## src/rtl/assert_macros.svh

```systemverilog
//------------------------------------------------------------------------------
// Assertion macros
// Shared concurrent assertion forms, clocked on clk and quiet during reset.
//------------------------------------------------------------------------------
`ifndef ASSERT_MACROS_SVH
`define ASSERT_MACROS_SVH

// Consequent must hold in the same cycle as the antecedent.
`define ASSERT_IMPLIES(lbl, ante, cons, msg) \
  lbl: assert property (@(posedge clk) disable iff (!rst_n) (ante) |-> (cons)) \
    else $error(msg);

// Consequent must hold in the cycle after the antecedent.
`define ASSERT_NEXT(lbl, ante, cons, msg) \
  lbl: assert property (@(posedge clk) disable iff (!rst_n) (ante) |=> (cons)) \
    else $error(msg);

`endif

```

## src/rtl/cau_pkg.sv

```systemverilog
//------------------------------------------------------------------------------
// cau_pkg
// Shared constants, codes and types of the complex arithmetic unit.
//------------------------------------------------------------------------------
`default_nettype none

package cau_pkg;

  localparam int FRAC_BITS = 16;          // fraction bits of Q16.16
  localparam int ITER      = 32;          // quotient bits and root bits
  localparam int QDEPTH    = 4;           // front-to-back queue entries
  localparam int QPTR_W    = $clog2(QDEPTH);
  localparam int QCNT_W    = $clog2(QDEPTH + 1);

  localparam logic [2:0] CMD_ADD = 3'd0;
  localparam logic [2:0] CMD_SUB = 3'd1;
  localparam logic [2:0] CMD_MUL = 3'd2;
  localparam logic [2:0] CMD_DIV = 3'd3;
  localparam logic [2:0] CMD_MAG = 3'd4;

  localparam logic [1:0] ST_OK  = 2'd0;
  localparam logic [1:0] ST_DZ  = 2'd1;
  localparam logic [1:0] ST_OVF = 2'd2;

  // decoded operation class; all zero for an unused code
  typedef struct packed {
    logic add;
    logic sub;
    logic mul;
    logic div;
    logic mag;
  } op_t;

  // queue entry: class plus operands, squared operands already selected
  typedef struct packed {
    op_t                op;
    logic signed [31:0] a_re;
    logic signed [31:0] a_im;
    logic signed [31:0] b_re;
    logic signed [31:0] b_im;
    logic signed [31:0] sq_x;
    logic signed [31:0] sq_y;
  } q_item_t;

endpackage

`default_nettype wire

```

## src/rtl/cau_fifo.sv

```systemverilog
//------------------------------------------------------------------------------
// cau_fifo
// Short queue that decouples the front from the arithmetic back end.
//------------------------------------------------------------------------------
`default_nettype none
`include "assert_macros.svh"

module cau_fifo (
  input  wire logic             clk,
  input  wire logic             rst_n,
  input  wire logic             push,
  input  wire cau_pkg::q_item_t item_in,
  output logic                  full,
  input  wire logic             pop,
  output cau_pkg::q_item_t      item_out,
  output logic                  not_empty
);
  import cau_pkg::*;

  q_item_t             mem_r [QDEPTH];
  logic [QPTR_W-1:0]   wr_ptr_r, wr_ptr_nxt;
  logic [QPTR_W-1:0]   rd_ptr_r, rd_ptr_nxt;
  logic [QCNT_W-1:0]   count_r, count_nxt;

  assign full      = (count_r == QCNT_W'(QDEPTH));
  assign not_empty = (count_r != '0);
  assign item_out  = mem_r[rd_ptr_r];

  always_comb begin
    wr_ptr_nxt = wr_ptr_r;
    rd_ptr_nxt = rd_ptr_r;
    count_nxt  = count_r;
    if (push) begin
      wr_ptr_nxt = (wr_ptr_r == QPTR_W'(QDEPTH - 1)) ? '0 : wr_ptr_r + 1'b1;
    end
    if (pop) begin
      rd_ptr_nxt = (rd_ptr_r == QPTR_W'(QDEPTH - 1)) ? '0 : rd_ptr_r + 1'b1;
    end
    if (push && !pop) begin
      count_nxt = count_r + 1'b1;
    end else if (pop && !push) begin
      count_nxt = count_r - 1'b1;
    end
  end

  always_ff @(posedge clk) begin
    if (!rst_n) begin
      wr_ptr_r <= '0;
      rd_ptr_r <= '0;
      count_r  <= '0;
    end else begin
      wr_ptr_r <= wr_ptr_nxt;
      rd_ptr_r <= rd_ptr_nxt;
      count_r  <= count_nxt;
    end
  end

  always_ff @(posedge clk) begin
    if (push) begin
      mem_r[wr_ptr_r] <= item_in;
    end
  end

  `ASSERT_IMPLIES(a_no_pop_empty, pop, not_empty, "queue popped while empty")
  `ASSERT_IMPLIES(a_no_push_full, push, !full, "queue pushed while full")
  `ASSERT_NEXT(a_fill_count, push && !pop, count_r == $past(count_r) + 1'b1, "queue count slip")

endmodule

`default_nettype wire

```

## config.mk

```make
export PLATFORM = sky130hd
export DESIGN_NAME = cau_fifo
export DESIGN_NICKNAME = d
export VERILOG_FILES = /design/src/rtl/cau_pkg.sv /design/src/rtl/cau_fifo.sv
export VERILOG_INCLUDE_DIRS = /design/src /design/src/rtl
export SDC_FILE = /design/constraint.sdc
export NUM_CORES = 1
export LEC_CHECK = 0
export BUFFER_PORTS_ARGS = -buffer_cell sky130_fd_sc_hd__buf_2
export CAP_MARGIN = 10
export CORE_MARGIN = 2
export CORE_UTILIZATION = 60
export DETAILED_ROUTE_END_ITERATION = 6
export PLACE_DENSITY = 0.88
export SETUP_SLACK_MARGIN = 0.1
export SLEW_MARGIN = 5
export SYNTH_ARGS = -nofsm -noshare
export SYNTH_HDL_FRONTEND = slang
export SYNTH_SLANG_ARGS = --single-unit
```

## constraint.sdc

```tcl
create_clock -name clk -period 10.1 [get_ports clk]
set_input_delay 2.02 -clock clk [delete_from_list [all_inputs] [get_ports clk]]
set_output_delay 2.02 -clock clk [all_outputs]
set_load 0.02 [all_outputs]
```

== Word-level counts from Yosys, hierarchy flattened ==
Memory sizes are Yosys's and may differ from the RTL's. A register that Yosys moved wholly into a read port is not among the register bits.
Cells that the tools add are included.

* Flip-flop bits (word level): 7
* Bits in writable memories: 788
* Input bits: 201
* Output and inout port bits: 199
* Memories: 1

* Add/subtract/negate cells: 4
* Eq/ne operators: 3
* Multiplexer cells: 8
* Reductions and logical operators: 6

{| class="wikitable"
|+ Memory list
! name !! words !! bits a word !! rd ports !! clocked after Yosys merged registers in !! write ports !! line !! RTL
|-
| mem_r || 4 || 197 || 1 || 1 || 1 || cau_fifo.sv:20 || <nowiki>q_item_t mem_r [QDEPTH];</nowiki>
|}

{| class="wikitable"
|+ Operators with widths
! operator !! number
|-
| 2-to-1 mux 2 bit || 4
|-
| 2-to-1 mux 3 bit || 2
|-
| adder 2 x 1 -> 2 bit, second input constant || 2
|-
| equality test 2 bit, second input constant || 2
|-
| adder 3 x 1 -> 3 bit, second input constant || 1
|-
| equality test 3 bit, second input constant || 1
|-
| nonzero test 3 bit || 1
|-
| subtractor 3 x 1 -> 3 bit, second input constant || 1
|-
| logical AND 1 bit || 2
|-
| logical NOT 1 bit || 2
|-
| 2-to-1 mux 1 bit || 2
|-
| nonzero test 2 bit || 1
|}

== Longest topological paths before layout ==
* Depth after elaboration: 4
* Gate-level depth with buffers: 7

== Least setup slack after synthesis ==
OpenSTA, ideal clock, no wires.

* Path kind: input to register
* Start point: in push
* End point: mem mem_r[0][0] (netlist name), enable pin
* Arrival time: 6.491 ns
* Path slack: 3.028 ns
* Cell stages on the path: 1
* Buffers on the path: 0
* Cells stage by stage: and2_1

* Longest elaborated chain between the ends: 2

{| class="wikitable"
|+ Ends and longest elaborated chain
! what !! line !! RTL
|-
| start, declared || cau_fifo.sv:11 || <nowiki>input wire logic push,</nowiki>
|-
| 2-to-1 mux 1 bit || cau_fifo.sv:59 || <nowiki>if (push) begin</nowiki>
|-
| 2-to-1 mux 1 bit (implied by the code) || cau_fifo.sv:60 || <nowiki>mem_r[wr_ptr_r] <= item_in;</nowiki>
|-
| end, declared || cau_fifo.sv:20 ||
|}

Every way passes these cells.

==> results by group <==
Detailed routing
  • Via/cell ratio: ~6.0
  • WL final: around 60000 um
  • 1st-iter DRT viols: approximately 1300
  • Drt drc: 0
  • Vias: about 13000
  • Per-cell routed wire length: roughly 28 um
  • Pre-antenna DRT Iters: 5
  • Post-route ant nets: 0

Floorplan
  • I/O pin cnt: 400
  • DIE AREA: 49900 um^2
  • Initial core utilization: 60.6%
  • Die Span Y: ~220 um
  • Die width: 223 um
  • Core area: ~48000 um^2
  • FP Rows: 80

Final layout
  • Fraction of layout cells with a size suffix above 1: roughly 46%
  • Post-layout instance area: around 34000 um^2
  • Syn-to-layout area delta: 17.5%
  • NumNets Final: around 1700
  • Fill count: 2608

Yosys
  • Count leader, synth: edfxtp_1
  • Synthesized instance count: ~1100
  • Top cells by count, synth: 788 x edfxtp_1, 197 x mux4_2, 21 x buf_2, 16 x buf_6, 9 x dfxtp_1
  • Avg Synthesized Cell Area: 26.9 um^2
  • Ranking of synthesized cells by area: edfxtp_1 82%, mux4_2 15%, dfxtp_1 0.62%
  • Syn_nets: between 1000 and 1500
  • Synthesis Warnings: 0
  • EDFF count, synth: around 800
  • Synth area leader: edfxtp_1
  • Synth Flop Type: edfxtp_1
  • Synth top area share: 82.0%
  • Cell Area, Synth: between 20000 and 30000 um^2
  • Synth cell types: 21
  • Register bit total from synthesis: 797
  • Seq/Total Area, Yosys: 82.6%
  • Post-synth ARST share: 0%

Clock tree
  • Total CTS buffers: slightly below 80
  • Post-cts sizing count: 0
  • Hold-fix buffers, CTS: 0
  • CTS tree: done
  • Clock Latency Late Sink: about 0.61 ns
  • CTS HTree Levels: 3
  • CTS sink cnt: roughly 800
  • CTS Root Cell: clkbuf_16
  • CTS clk-pin slew, worst paths: 0.06 ns
  • Max Root-Sink Buffers: 3
  • Postcts setup bufs: 0

Worst setup path
  • Slowest CP cell: buf_4
  • Crit path capture type: output pin
  • Flop-to-flop setup slack: a little over 7 ns
  • Worst reg2reg endpoint: mem_r[2][142]
  • CP cell instances: buf_4, buf_4, mux4_2, buf_2
  • CP Buf/Inv Count: 3
  • Critical Setup Path Class: flop to output pin
  • Top delay family on crit path: buffers and inverters
  • Largest stage delay on the critical path: about 0.76 ns
  • Most frequent CP cell: buf_4
  • Worst setup path endpoint: item_out[86]
  • Number of cells on the critical path: 4
  • Startpoint Class: flop
  • Worst R2R Start: wr_ptr_r[0]
  • R2R depth: 5
  • Crit-path max FO: 45
  • CP arrival: roughly 3.5 ns
  • Critical Path RT: approximately 8.1 ns

Timing
  • Fin crit period: ~5.6 ns
  • Setup TNS: 0 ns
  • Relative slew margins: 13.0%
  • Setup Viol. Count Final: 0
  • Tcrit/Tclk final: ~55%
  • Final Worst Setup Slack: about 4.5 ns
  • Slew Viols, Final: 0
  • Final hold vios: 0
  • Min Hold Slack: 0.545 ns
  • Clk_skew: about 0.018 ns
  • Worst Tran Pin Value: 1.31 ns
  • Max Clk Rate: between 0.15 and 0.2 GHz
  • Unrepaired setup endpoints after global routing: false

GRT
  • Vias in the first global route: 14000
  • Congestion Overflow GR: 0
  • Largest net degree at the start of global routing: 166
  • Antenna violations before repair: 17
  • First-pass GRT wire length: just under 90000 um
  • Total Routing Usage GR: between 20% and 30%

Pwr
  • VDD IR max: 221 uV
  • Cell Pwr Density: between 200 and 250 nW/um^2
  • Leak Pwr: 0.0114 uW

Place
  • # port buffers: 399
  • Placer Congestion: between 0.8 and 0.9
  • Pre-CTS setup slack: around 5 ns
  • Dpl cell area: 31500 um^2
  • Hpwl dp: approximately 35000 um

Run status
  • Status: complete, no violations

Run
  • MaxCap Viol Count: 0

Min path
  • Worst Hold Class: flop to flop
cells by family after synthesis:
family / Yosys count / synth area share [%]
multiplexers: 201 / 15.5
AND/OR/NAND/NOR: 15 / 0.316
XOR/XNOR: 2 / 0.0607
adder cells (fa/ha/maj): 7 / 0.329
AO/OA/AOI/OAI: 3 / 0.0693
buffers and inverters: 48 / 1.13
flip-flops: 797 / 82.6
final cells by class:
type	count	area [um^2]	area share [%]
inverters	4	15.0	0.0442
well taps	615	769	2.27
clock inverters	39	342	1.01
clock buffers	100	2080	6.12
multi-input cells	228	4710	13.9
flip-flops and latches	797	23900	70.3
repair buffers	414	2130	6.29
diodes	13	32.5	0.0959
worst reg2reg max path: stages (launching register included):
cell and delay, ns:
dfxtp_1 0.35, inv_1 0.10, ha_1 0.16, and2_4 0.47, buf_4 0.62, buf_4 0.81
power by group:
group / internal (uW) / switching [uW]
combinational: 263 / 417
sequential: 3800 / 52.9
clock: 1580 / 1170
total: 5640 / 1640
state kept, by name, summed over array words and instances, names as in the netlist, named ones only:
| register | cells |
|---|---|
| wr_ptr_r | 2 |
| rd_ptr_r | 2 |
| mem_r | 788 |
| count_r | 3 |
through the flow:
step | utilization (%) | total power (uW) | std cells
after detailed placement | 66.1 | 4590 | 2058
after global routing | 71.2 | 7490 | 2205
final | 71.2 | 7280 | 2210
after CTS | 71.1 | 7330 | 2197
after global placement | 66.1 | 4560 | 2058
after floorplan | - | 4350 | 1073
worst min-delay path by stage:
| stage | start | end | slack, ns | cells after the start |
|---|---|---|---|---|
| 2_1_floorplan | count_r[2] | count_r[2] | 0.47 | 2 |
| 3_3_place_gp | count_r[2] | count_r[2] | 0.48 | 2 |
| 3_5_place_dp | count_r[2] | count_r[2] | 0.54 | 2 |
| 4_1_cts | count_r[2] | count_r[2] | 0.53 | 2 |
| 5_1_grt | count_r[2] | count_r[2] | 0.55 | 2 |
| 6_report | count_r[2] | count_r[2] | 0.55 | 2 |
cell usage in the layout (no fill, tap or decap), drive strengths merged:
cell type / count
a21boi: 1
clkinv: 26
nor2: 1
xnor2: 1
mux2i: 4
o21a: 1
mux4: 197
and2: 5
ha: 6
inv: 7
clkinvlp: 5
bufinv: 5
or3: 2
fa: 1
nor3b: 1
edfxtp: 788
nor2b: 5
buf: 414
nor3: 1
o21ai: 1
diode: 13
clkbuf: 100
dfxtp: 9
xor2: 1
metal layers:
metal / GRT usage (%) / share of wire (%) / up-vias
met1: 31.8 / 37 / 6922
li1: - / - / 5582
met5: 0 / 0.16 / -
met4: 8.62 / 3.3 / 14
met3: 8.53 / 9.4 / 135
met2: 40.1 / 50 / 695
Note: power is estimated with default switching activity, not from simulation.
