File: src/rtl/assert_macros.svh
//------------------------------------------------------------------------------
// Assertion macros
// Shared concurrent assertion forms, clocked on clk and quiet during reset.
//------------------------------------------------------------------------------
`ifndef ASSERT_MACROS_SVH
`define ASSERT_MACROS_SVH

// Consequent must hold in the same cycle as the antecedent.
`define ASSERT_IMPLIES(lbl, ante, cons, msg) \
  lbl: assert property (@(posedge clk) disable iff (!rst_n) (ante) |-> (cons)) \
    else $error(msg);

// Consequent must hold in the cycle after the antecedent.
`define ASSERT_NEXT(lbl, ante, cons, msg) \
  lbl: assert property (@(posedge clk) disable iff (!rst_n) (ante) |=> (cons)) \
    else $error(msg);

`endif

File: src/rtl/cau_pkg.sv
//------------------------------------------------------------------------------
// cau_pkg
// Shared constants, codes and types of the complex arithmetic unit.
//------------------------------------------------------------------------------
`default_nettype none

package cau_pkg;

  localparam int FRAC_BITS = 16;          // fraction bits of Q16.16
  localparam int ITER      = 32;          // quotient bits and root bits
  localparam int QDEPTH    = 4;           // front-to-back queue entries
  localparam int QPTR_W    = $clog2(QDEPTH);
  localparam int QCNT_W    = $clog2(QDEPTH + 1);

  localparam logic [2:0] CMD_ADD = 3'd0;
  localparam logic [2:0] CMD_SUB = 3'd1;
  localparam logic [2:0] CMD_MUL = 3'd2;
  localparam logic [2:0] CMD_DIV = 3'd3;
  localparam logic [2:0] CMD_MAG = 3'd4;

  localparam logic [1:0] ST_OK  = 2'd0;
  localparam logic [1:0] ST_DZ  = 2'd1;
  localparam logic [1:0] ST_OVF = 2'd2;

  // decoded operation class; all zero for an unused code
  typedef struct packed {
    logic add;
    logic sub;
    logic mul;
    logic div;
    logic mag;
  } op_t;

  // queue entry: class plus operands, squared operands already selected
  typedef struct packed {
    op_t                op;
    logic signed [31:0] a_re;
    logic signed [31:0] a_im;
    logic signed [31:0] b_re;
    logic signed [31:0] b_im;
    logic signed [31:0] sq_x;
    logic signed [31:0] sq_y;
  } q_item_t;

endpackage

`default_nettype wire

File: src/rtl/cau_front.sv
//------------------------------------------------------------------------------
// cau_front
// Accept items, decode the operation and pick the operands to be squared.
//------------------------------------------------------------------------------
`default_nettype none

module cau_front (
  input  wire logic             in_tvalid,
  output logic                  in_tready,
  input  wire logic [127:0]     in_tdata,
  input  wire logic [2:0]       in_tuser,
  input  wire logic             q_full,
  output logic                  q_push,
  output cau_pkg::q_item_t      q_item
);
  import cau_pkg::*;

  op_t op;

  always_comb begin
    op = '0;
    unique case (in_tuser)
      CMD_ADD: op.add = 1'b1;
      CMD_SUB: op.sub = 1'b1;
      CMD_MUL: op.mul = 1'b1;
      CMD_DIV: op.div = 1'b1;
      CMD_MAG: op.mag = 1'b1;
      default: op = '0;
    endcase
  end

  assign in_tready = !q_full;
  assign q_push    = in_tvalid && !q_full;

  always_comb begin
    q_item.op   = op;
    q_item.a_re = in_tdata[31:0];
    q_item.a_im = in_tdata[63:32];
    q_item.b_re = in_tdata[95:64];
    q_item.b_im = in_tdata[127:96];
    // magnitude squares A, division squares B for the denominator
    q_item.sq_x = op.mag ? in_tdata[31:0]  : in_tdata[95:64];
    q_item.sq_y = op.mag ? in_tdata[63:32] : in_tdata[127:96];
  end

endmodule

`default_nettype wire

File: config.mk
export PLATFORM = sky130hd
export DESIGN_NAME = cau_front
export DESIGN_NICKNAME = d
export VERILOG_FILES = /design/src/rtl/assert_macros.svh /design/src/rtl/cau_pkg.sv /design/src/rtl/cau_front.sv
export SDC_FILE = /design/constraint.sdc
export NUM_CORES = 1
export LEC_CHECK = 0
export BUFFER_PORTS_ARGS = -buffer_cell sky130_fd_sc_hd__buf_2
export CORE_AREA = 2 2 129 131
export DETAILED_ROUTE_END_ITERATION = 10
export DIE_AREA = 0 0 131 133
export GPL_ROUTABILITY_DRIVEN = 0
export GPL_TIMING_DRIVEN = 0
export PLACE_DENSITY_LB_ADDON = 0.25
export SYNTH_ARGS = -nofsm -noshare
export SYNTH_HDL_FRONTEND = slang
export SYNTH_SLANG_ARGS = --single-unit
File: constraint.sdc
create_clock -name vclk -period 1.45
set_clock_uncertainty 0.15 [all_clocks]
set_input_delay 0.2175 -clock vclk [all_inputs]
set_output_delay 0.2175 -clock vclk [all_outputs]
set_load 0.02 [all_outputs]
Word-level counts from Yosys, hierarchy flattened
Index checks and enable logic that the tools add are counted.
{"block": "word_totals", "register_bits": 0, "latchBits": 0, "mem_bits_rw": 0, "mem_bits_ro": 0, "word_cells": 14, "mem_count": 0}
{"block": "op_classes", "addsub": 0, "n_mul": 0, "div_mod_pow": 0, "n_lt_le_gt_ge": 0, "eq_ne": 4, "shift": 0, "mux": 7, "n_bitwise": 0, "reduce_logical": 3}
{"op": "32-bit 2-to-1 mux", "count": 2}
{"op": "3-bit by 2-bit equality test with 1-bit output, second input constant", "count": 2}
{"op": "1-bit 2-to-1 mux", "count": 5}
{"op": "3-bit by 1-bit equality test with 1-bit output, second input constant", "count": 1}
{"op": "3-bit equality test, second input constant", "count": 1}
{"op": "3-bit logical NOT", "count": 1}
{"op": "1-bit logical AND", "count": 1}
{"op": "1-bit logical NOT", "count": 1}

Depth between registers and ports, before layout
Gate-level depths: netlist (run 1).
{"block": "depth", "depth_word": 3, "mapped_depth": 4, "ltp_nobuf": 2}

Least setup slack after synthesis (run 1)
No wires, ideal clock.
{"block": "synth_timing", "kind": "input to output", "start": "in in_tuser[0]", "end": "out q_item[22] (netlist bit)", "t_arrival_ns": 1.171, "t_required_ns": 1.082, "slack_ns": -0.088, "stages": 4, "path_cell_list": "nor3b_2 -> buf_6 -> buf_8 -> mux2_1"}
{"item": "start: declaration", "line": "cau_front.sv:11", "rtl": "input wire logic [2:0] in_tuser,"}
{"item": "end: declaration", "line": "cau_front.sv:14", "rtl": "output cau_pkg::q_item_t q_item"}

==> flow_metrics.tcl, run 1 <==
set metrics [dict create \
    critPathCaptureType "output pin" \
    synth.area.mux_share_pct 39.5 \
    coreArea_sq_mm 0.0162 \
    avgViaCountPerCell 3.27 \
    synth_compound_gate_area_share_pct 0 \
    port_buffers 332 \
    io_pins 332 \
    power_density_mw_per_mm2 378 \
    grt_antenna_before_repair 0 \
    min_delay_path_depth 3 \
    worst_ep_required_time_ps 1080 \
    static-leakage-power_nw 2.44 \
    drt_pass1_iterations 4 \
    pre_cts_ws_ps -441 \
    global_routing_usage_summed_across_all_routing_layers_pct 7.92 \
    final_min_period_over_clock_period_pct 123 \
    routed_wire_length_per_instance_microns 10.8 \
    worst-path-stages 6 \
    final-instance-count-excl-fill 764 \
    critical-path-top-delay-family "buffers and inverters" \
    dr_total_vias 2495 \
    layout.area.seq_sq_um 0 \
    largest_net_degree_at_the_start_of_global_routing 11 \
    fraction_of_power_consumed_by_the_clock_network_pct 0 \
    nFlopsAndLatches 0 \
    diodes 0 \
    synth-simple-area-share_pct 2.61 \
    synth_nets 339 \
    fmaxAchievable_ghz 0.562 \
    setup.worst_path.class "input pin to output pin" \
    detail_route.drc_violations 0 \
    endpoints_failing_setup 64 \
    die_width_microns 131 \
    timing.hold.worst.class "input pin to output pin" \
    critPathMostFrequentCell "sky130_fd_sc_hd__buf_12" \
    comb_power_share_pct 100.0 \
    chipHeight_microns 133 \
    timing_hold_violations_final 0 \
    timing.max_cap.violations 0 \
    finalNetCount 679 \
    synthesis.area_per_instance_sq_um 8.86 \
    placed_cell_area_sq_mm 0.00381 \
    cp.arrival_ps 1410 \
    place_inst 758 \
    crit_slowest_cell "sky130_fd_sc_hd__mux2_2" \
    grt_first_pass_wirelength_microns 11300 \
    finalWirelength_microns 8250 \
    path_cells "buf_8, nor3b_4, buf_12, buf_12, mux2_2, buf_2" \
    postLayoutSetupSlackWorst_ps -329 \
    power.switching_w 0.000769 \
    violations "setup timing" \
    final_min_period_ps 1780 \
    cp_slowest_stage_delay_ps 330 \
    finalMaxSlewViolations 0 \
    yosys.area_share.xor_xnor_pct 0 \
    power.ir.vdd_worst_mv 0.119 \
    fin_total_pwr_w 0.00158 \
    p_seq_share_pct 0 \
    tightestPinTransition_ps 249 \
    p_sw_share_pct 48.8 \
    synth-adder-area-share_pct 0 \
    syn-cell-area_sq_mm 0.00182 \
    placement_rows 47 \
    area_delta_synth_final_pct 128 \
    final_core_utilization_pct 25.8 \
    initialDrtViolationCount 26 \
    final_cell_area_sq_mm 0.00417 \
    final_antenna_net_count 0 \
    synthCells 206 \
    grt_overflow 0 \
    dpl.hpwl_microns 7040 \
    run_status "finished with violations" \
    rsz_0062_raised_after_global_routing "true" \
    first_global_vias 2264 \
    synth.distinct_cells 12 \
    intPower_w 0.000807 \
    crit_buf_inv 4 \
    final_layout_size_suffix_gt1_share_pct 98.9 \
    ys_seq_area_share_pct 0 \
    yosysWarnings 0 \
    largest_family_of_logic_cells_by_synthesized_area "buffers and inverters" \
    initial_utilization_pct 11.3 \
    critPathLaunchType "input pin" \
    slew-limit-headroom_pct 83.3 \
    fp.dieArea_sq_mm 0.0174 \
    crit_path_max_fanout 10 \
    clkbuf_count 0 \
]
synthesized netlist by cell type, drive strengths merged:
cell type  number  area share, %
nor3            1           0.27
and3b           1           0.48
nor3b           3            1.5
mux2           64             40
inv             1           0.21
buf           135             58
nor2b           1           0.34
final timing paths:
check | startpoint | endpoint
worst min-delay path | q_full | in_tready
worst max-delay path | in_tuser[0] | q_item[56]
repair_timing:
action / CTS / global route
resized for setup: 62 / 34
cloned: 1 / 0
setup buffers: 5 / 1
hold buffers: 0 / 0
setup endpoints to repair: 65 / 65
final cells by class:
| cell class | instances | area, sq um |
|---|---|---|
| inverter | 1 | 3.75 |
| multi-input combinational | 70 | 872 |
| fill | 1786 | 12000 |
| tap | 220 | 275 |
| buffer | 135 | 1100 |
| timing repair buffer | 338 | 1920 |
cell usage in the layout (no fill, tap or decap), types with 2 or more instances in the layout:
cell type	instances
sky130_fd_sc_hd__buf_2	299
sky130_fd_sc_hd__buf_4	134
sky130_fd_sc_hd__mux2_2	38
sky130_fd_sc_hd__buf_6	31
sky130_fd_sc_hd__mux2_4	26
sky130_fd_sc_hd__buf_12	6
sky130_fd_sc_hd__buf_8	3
sky130_fd_sc_hd__nor3b_1	2
power by group through the flow:
stage	logic (W)	clock network [W]	registers, W
6_report	0.00158	0	0
5_1_grt	0.00167	0	0
4_1_cts	0.00154	0	0
3_5_place_dp	0.00145	0	0
3_3_place_gp	0.00145	0	0
2_1_floorplan	0.000904	0	0
logic make-up after synthesis:
kind of cell	Yosys count
and+or+nand+nor	6
muxes	64
buffers and inverters	136
layer usage:
layer	GRT usage, %	vias to the layer above	wire length, microns
li1	-	1243	-
met1	8.47	1099	2920
met2	17.4	153	4720
met3	0.243	0	612
met4	0	0	0
met5	0	-	0
stage by stage:
stage | hold slack (ps) | setup TNS [ps]
2_1_floorplan | 362 | -1330
3_3_place_gp | 545 | -25190
3_5_place_dp | 551 | -25150
4_1_cts | 552 | -20500
5_1_grt | 565 | -21740
6_report | 548 | -18830
Note: power is estimated with default switching activity, not from simulation.
==> run 2, diff against run 1 <==
clock period = 1.8 ns   (was 1.45 ns; I/O delays follow)
==> run 2 against run 1 <==
- the flow still finishes with violations (setup timing)
- critical path depth grew 1
- worst setup slack better by 230 ps
- non-clock buffer count grew 5
- combinational power shrank 13%
- worst hold slack improved by 100 ps
- design area increased by 8.0%
- utilization grew 2.1 points
- die area stayed put
- first-iteration DRC count shrank 42%
- sequential share of layout area unchanged
- final cell count rose by 0.65%
==> flow_metrics.tcl, run 2 (synthesis results as in run 1) <==
set metrics [dict create \
    run_status "finished with violations" \
    violations "setup timing" \
    power_density_mw_per_mm2 306 \
    fp.dieArea_sq_mm 0.0174 \
    grt_first_pass_wirelength_microns 11300 \
    setup.worst_path.class "input pin to output pin" \
    pre_cts_ws_ps -238 \
    cts_hold_buf 0 \
    fmaxAchievable_ghz 0.526 \
    final_layout_size_suffix_gt1_share_pct 98.7 \
    finalMaxSlewViolations 0 \
    final-instance-count-excl-fill 769 \
    final_antenna_net_count 0 \
    tightestPinTransition_ps 181 \
    timing.max_cap.violations 0 \
    routed_wire_length_per_instance_microns 11.9 \
    placed_cell_area_sq_mm 0.00376 \
    mostFrequentLayoutCells "sky130_fd_sc_hd__buf_2, sky130_fd_sc_hd__buf_4, sky130_fd_sc_hd__buf_6, sky130_fd_sc_hd__mux2_4, sky130_fd_sc_hd__mux2_2" \
    dr_total_vias 2557 \
    final_cell_area_sq_mm 0.00450 \
    drt_pass1_iterations 4 \
    clkbuf_count 0 \
    critical-path-top-delay-family "buffers and inverters" \
    nFlopsAndLatches 0 \
    layout.cells.most_common "sky130_fd_sc_hd__buf_2" \
    path_cells "buf_8, nor3b_4, buf_4, clkbuf_16, buf_8, mux2_4, buf_4" \
    grt_antenna_before_repair 0 \
    avgViaCountPerCell 3.33 \
    final_min_period_ps 1900 \
    slew-limit-headroom_pct 87.9 \
    dpl.hpwl_microns 7420 \
    worst_min_delay_path_startpoint "in_tuser[2]" \
    critPathLaunchType "input pin" \
    timing.hold.worst.class "input pin to output pin" \
    initial_utilization_pct 11.3 \
    worst_ep_required_time_ps 1380 \
    largest_net_degree_at_the_start_of_global_routing 11 \
    detail_route.drc_violations 0 \
    diodes 0 \
    placement_rows 47 \
    area_delta_synth_final_pct 147 \
    finalWirelength_microns 9140 \
    power.ir.vdd_worst_mv 0.123 \
    cp.arrival_ps 1480 \
    multiInputGateArea_sq_um 958 \
    rsz_0062_raised_after_global_routing "true" \
    timing_hold_violations_final 0 \
    first_global_vias 2403 \
    port_buffers 332 \
    final_worst_hold_slack_ps 652 \
    global_routing_usage_summed_across_all_routing_layers_pct 8.16 \
    coreArea_sq_mm 0.0162 \
    io_pins 332 \
    initialDrtViolationCount 15 \
    die_width_microns 131 \
    cp_slowest_stage_delay_ps 310 \
    endpoints_failing_setup 61 \
    crit_start "in_tuser[1]" \
    place_inst 758 \
    static-leakage-power_nw 2.61 \
    final_min_period_over_clock_period_pct 106 \
    crit_slowest_cell "sky130_fd_sc_hd__mux2_4" \
    fin_total_pwr_w 0.00138 \
    grt_overflow 0 \
    layout.area.seq_sq_um 0 \
    finalNetCount 684 \
    crit_path_max_fanout 5 \
    postLayoutSetupSlackWorst_ps -99.6 \
    critPathCaptureType "output pin" \
    fillers 1692 \
    chipHeight_microns 133 \
    crit_buf_inv 5 \
]
==> run 2: cell type report <==
cell class	count	share of cell area, %
plain buffers	135	24.0
inverters	1	0.0834
well taps	220	6.12
multi-input cells	70	21.3
repair buffers	343	48.5
==> run 2: stage by stage <==
| stage | setup TNS, ps | utilization, % |
|---|---|---|
| after floorplan | 0 | - |
| after global placement | -9270 | 23.3 |
| after detailed placement | -9260 | 23.3 |
| after CTS | -5310 | 25.6 |
| after global routing | -7060 | 27.8 |
| final | -3780 | 27.8 |
==> run 2: path summary, 6_finish.rpt <==
kind     endpoint  depth (start not counted)
min   q_item[196]                          3
max     q_item[3]                          7
==> run 2: metal layers <==
layer | wire length, microns | global-route usage (%)
met1 | 3380 | 8.40
met2 | 5000 | 18.0
met3 | 767 | 0.607
met4 | 0 | 0.0591
met5 | 0 | 0
==> run 2: what timing repair did <==
item / CTS / global route
hold endpoints to repair: 0 / 0
resized for setup: 85 / 93
setup buffers: 5 / 2
gates cloned: 3 / 4
endpoints found under the setup margin: 64 / 64
pin swaps: 1 / 0
==> run 2: report_power, final <==
part / internal [W] / total, W / switching, W
combinational: 0.000729 / 0.00138 / 0.000648
sequential: 0 / 0 / 0
clock: 0 / 0 / 0
total: 0.000729 / 0.00138 / 0.000648
==> run 3, diff against run 2 <==
==> constraint.sdc (replaced) <==
create_clock -name vclk -period 1.8
set_clock_uncertainty 0.15 [all_clocks]
set_input_delay 0.18 -clock vclk [all_inputs]
set_output_delay 0.18 -clock vclk [all_outputs]
set_load 0.02 [all_outputs]
==> run 3 against run 2 <==
- the run now ends clean
- design area decreased by 9.3%
- power decreased by 12%
- critical path depth unchanged
- via count decreased by 2.3%
- critical path type unchanged
- critical endpoint is now q_item[47]
==> flow_metrics.tcl, run 3 (synthesis results as in run 1) <==
set metrics [dict create \
    run_status "finished clean" \
    worst_min_delay_path_startpoint "q_full" \
    clkbuf_count 0 \
    grt_antenna_before_repair 0 \
    pre_cts_ws_ps -58.0 \
    avgViaCountPerCell 3.25 \
    routed_wire_length_per_instance_microns 11.2 \
    critPathLaunchType "input pin" \
    endpoints_failing_setup 0 \
    dpl.hpwl_microns 7420 \
    intPower_w 0.000600 \
    global_routing_usage_summed_across_all_routing_layers_pct 7.53 \
    fillers 1731 \
    largest_net_degree_at_the_start_of_global_routing 11 \
    whs_endpoint "in_tready" \
    area_delta_synth_final_pct 124 \
    initial_utilization_pct 11.3 \
    power_density_mw_per_mm2 298 \
    static-leakage-power_nw 2.40 \
    fp.dieArea_sq_mm 0.0174 \
    fmaxAchievable_ghz 0.560 \
    placement_rows 47 \
    fin_total_pwr_w 0.00122 \
    multiInputGateArea_sq_um 827 \
    drt_pass1_iterations 4 \
    comb_power_share_pct 100.0 \
    crit_path_max_fanout 5 \
    mostFrequentLayoutCells "sky130_fd_sc_hd__buf_2, sky130_fd_sc_hd__buf_4, sky130_fd_sc_hd__mux2_1, sky130_fd_sc_hd__mux2_2, sky130_fd_sc_hd__mux2_4" \
    placed_cell_area_sq_mm 0.00376 \
    fraction_of_power_consumed_by_the_clock_network_pct 0 \
    critPathCaptureType "output pin" \
    grt_first_pass_wirelength_microns 10500 \
    layout.area.seq_sq_um 0 \
    crit_slowest_cell "sky130_fd_sc_hd__mux2_1" \
    chipHeight_microns 133 \
    final_min_period_over_clock_period_pct 99.2 \
    final_antenna_net_count 0 \
    slew-limit-headroom_pct 87.8 \
    final_core_utilization_pct 25.3 \
    setup.worst_path.class "input pin to output pin" \
    power.switching_w 0.000617 \
    rsz_0062_raised_after_global_routing "true" \
    postLayoutSetupSlackWorst_ps 15.1 \
    grt_overflow 0 \
    p_seq_share_pct 0 \
    final_cell_area_sq_mm 0.00408 \
    timing.max_cap.violations 0 \
    path_cells "buf_2, nor3b_4, buf_4, buf_12, clkbuf_16, mux2_1, buf_2" \
    tightestPinTransition_ps 183 \
    min_delay_path_depth 3 \
    layout.cells.most_common "sky130_fd_sc_hd__buf_2" \
    coreArea_sq_mm 0.0162 \
    detail_route.drc_violations 0 \
    timing.hold.worst.class "input pin to output pin" \
    finalWirelength_microns 8590 \
    power.ir.vdd_worst_mv 0.104 \
    final_layout_size_suffix_gt1_share_pct 92.7 \
    cts_hold_buf 0 \
    dr_total_vias 2499 \
    initialDrtViolationCount 20 \
    p_sw_share_pct 50.7 \
    cp.arrival_ps 1450 \
    finalNetCount 683 \
    nFlopsAndLatches 0 \
    io_pins 332 \
    timing_hold_violations_final 0 \
    cp_slowest_stage_delay_ps 310 \
    worst_ep_required_time_ps 1470 \
    port_buffers 332 \
    die_width_microns 131 \
    final_min_period_ps 1780 \
    finalMaxSlewViolations 0 \
    critPathMostFrequentCell "sky130_fd_sc_hd__buf_2" \
    diodes 0 \
    final_worst_hold_slack_ps 473 \
    first_global_vias 2264 \
]
run 3: cell types whose count changed in the layout (fill, tap and decap cells not counted):
cell,before,now
sky130_fd_sc_hd__mux2_1,1,34
sky130_fd_sc_hd__buf_4,134,138
sky130_fd_sc_hd__buf_6,56,10
sky130_fd_sc_hd__mux2_2,14,16
sky130_fd_sc_hd__clkbuf_4,0,1
sky130_fd_sc_hd__buf_12,5,4
sky130_fd_sc_hd__mux2_4,49,14
sky130_fd_sc_hd__buf_8,3,2
sky130_fd_sc_hd__buf_2,276,317
sky130_fd_sc_hd__clkbuf_16,4,5
run 3: stage by stage:
step | setup TNS, ps | instances
after floorplan | 0 | 206
after global placement | -167 | 758
after detailed placement | -212 | 758
after CTS | -79.1 | 759
after global routing | -567 | 768
final | 0 | 768
run 3: cell type report:
type	instances	share of cell area [%]
timing repair buffer	342	46.5
buffer	135	26.4
multi-input combinational	70	20.3
inverter	1	0.0919
tap	220	6.74
run 3: per-layer routing:
metal / vias up / global-route usage [%] / share of wire [%]
met3: 0 / 0.566 / 9.3
met1: 1058 / 7.96 / 38
li1: 1244 / - / -
met2: 197 / 16.4 / 52
met5: - / 0 / 0
met4: 0 / 0.0591 / 0
run 3: worst max-delay path by stage:
stage                            from         end  slack (ps)  cells after the start
after floorplan           in_tuser[0]  q_item[22]         340                      4
after global placement    in_tuser[0]   q_item[3]         -60                      6
after detailed placement  in_tuser[0]   q_item[3]         -60                      6
after CTS                 in_tuser[0]   q_item[3]         -30                      6
after global routing      in_tuser[1]  q_item[48]         -30                      7
final                     in_tuser[1]  q_item[47]          20                      7
run 3: what timing repair did:
action	CTS	global route
gates cloned	0	6
resized for setup	3	48
pin swaps	0	1
setup buffers	1	3
endpoints found under the hold margin	0	0
endpoints found under the setup margin	16	36
run 3: power groups by stage:
stage	registers, W	clock network (W)	logic, W
floorplan	0	0	0.000695
global placement	0	0	0.00115
detailed placement	0	0	0.00114
CTS	0	0	0.00115
global route	0	0	0.00130
finish	0	0	0.00122
run 3: critical path: cells and delay by family:
family                 cells  cell delay [ps]
buffers and inverters      5              740
muxes                      1              310
and+or+nand+nor            1              210
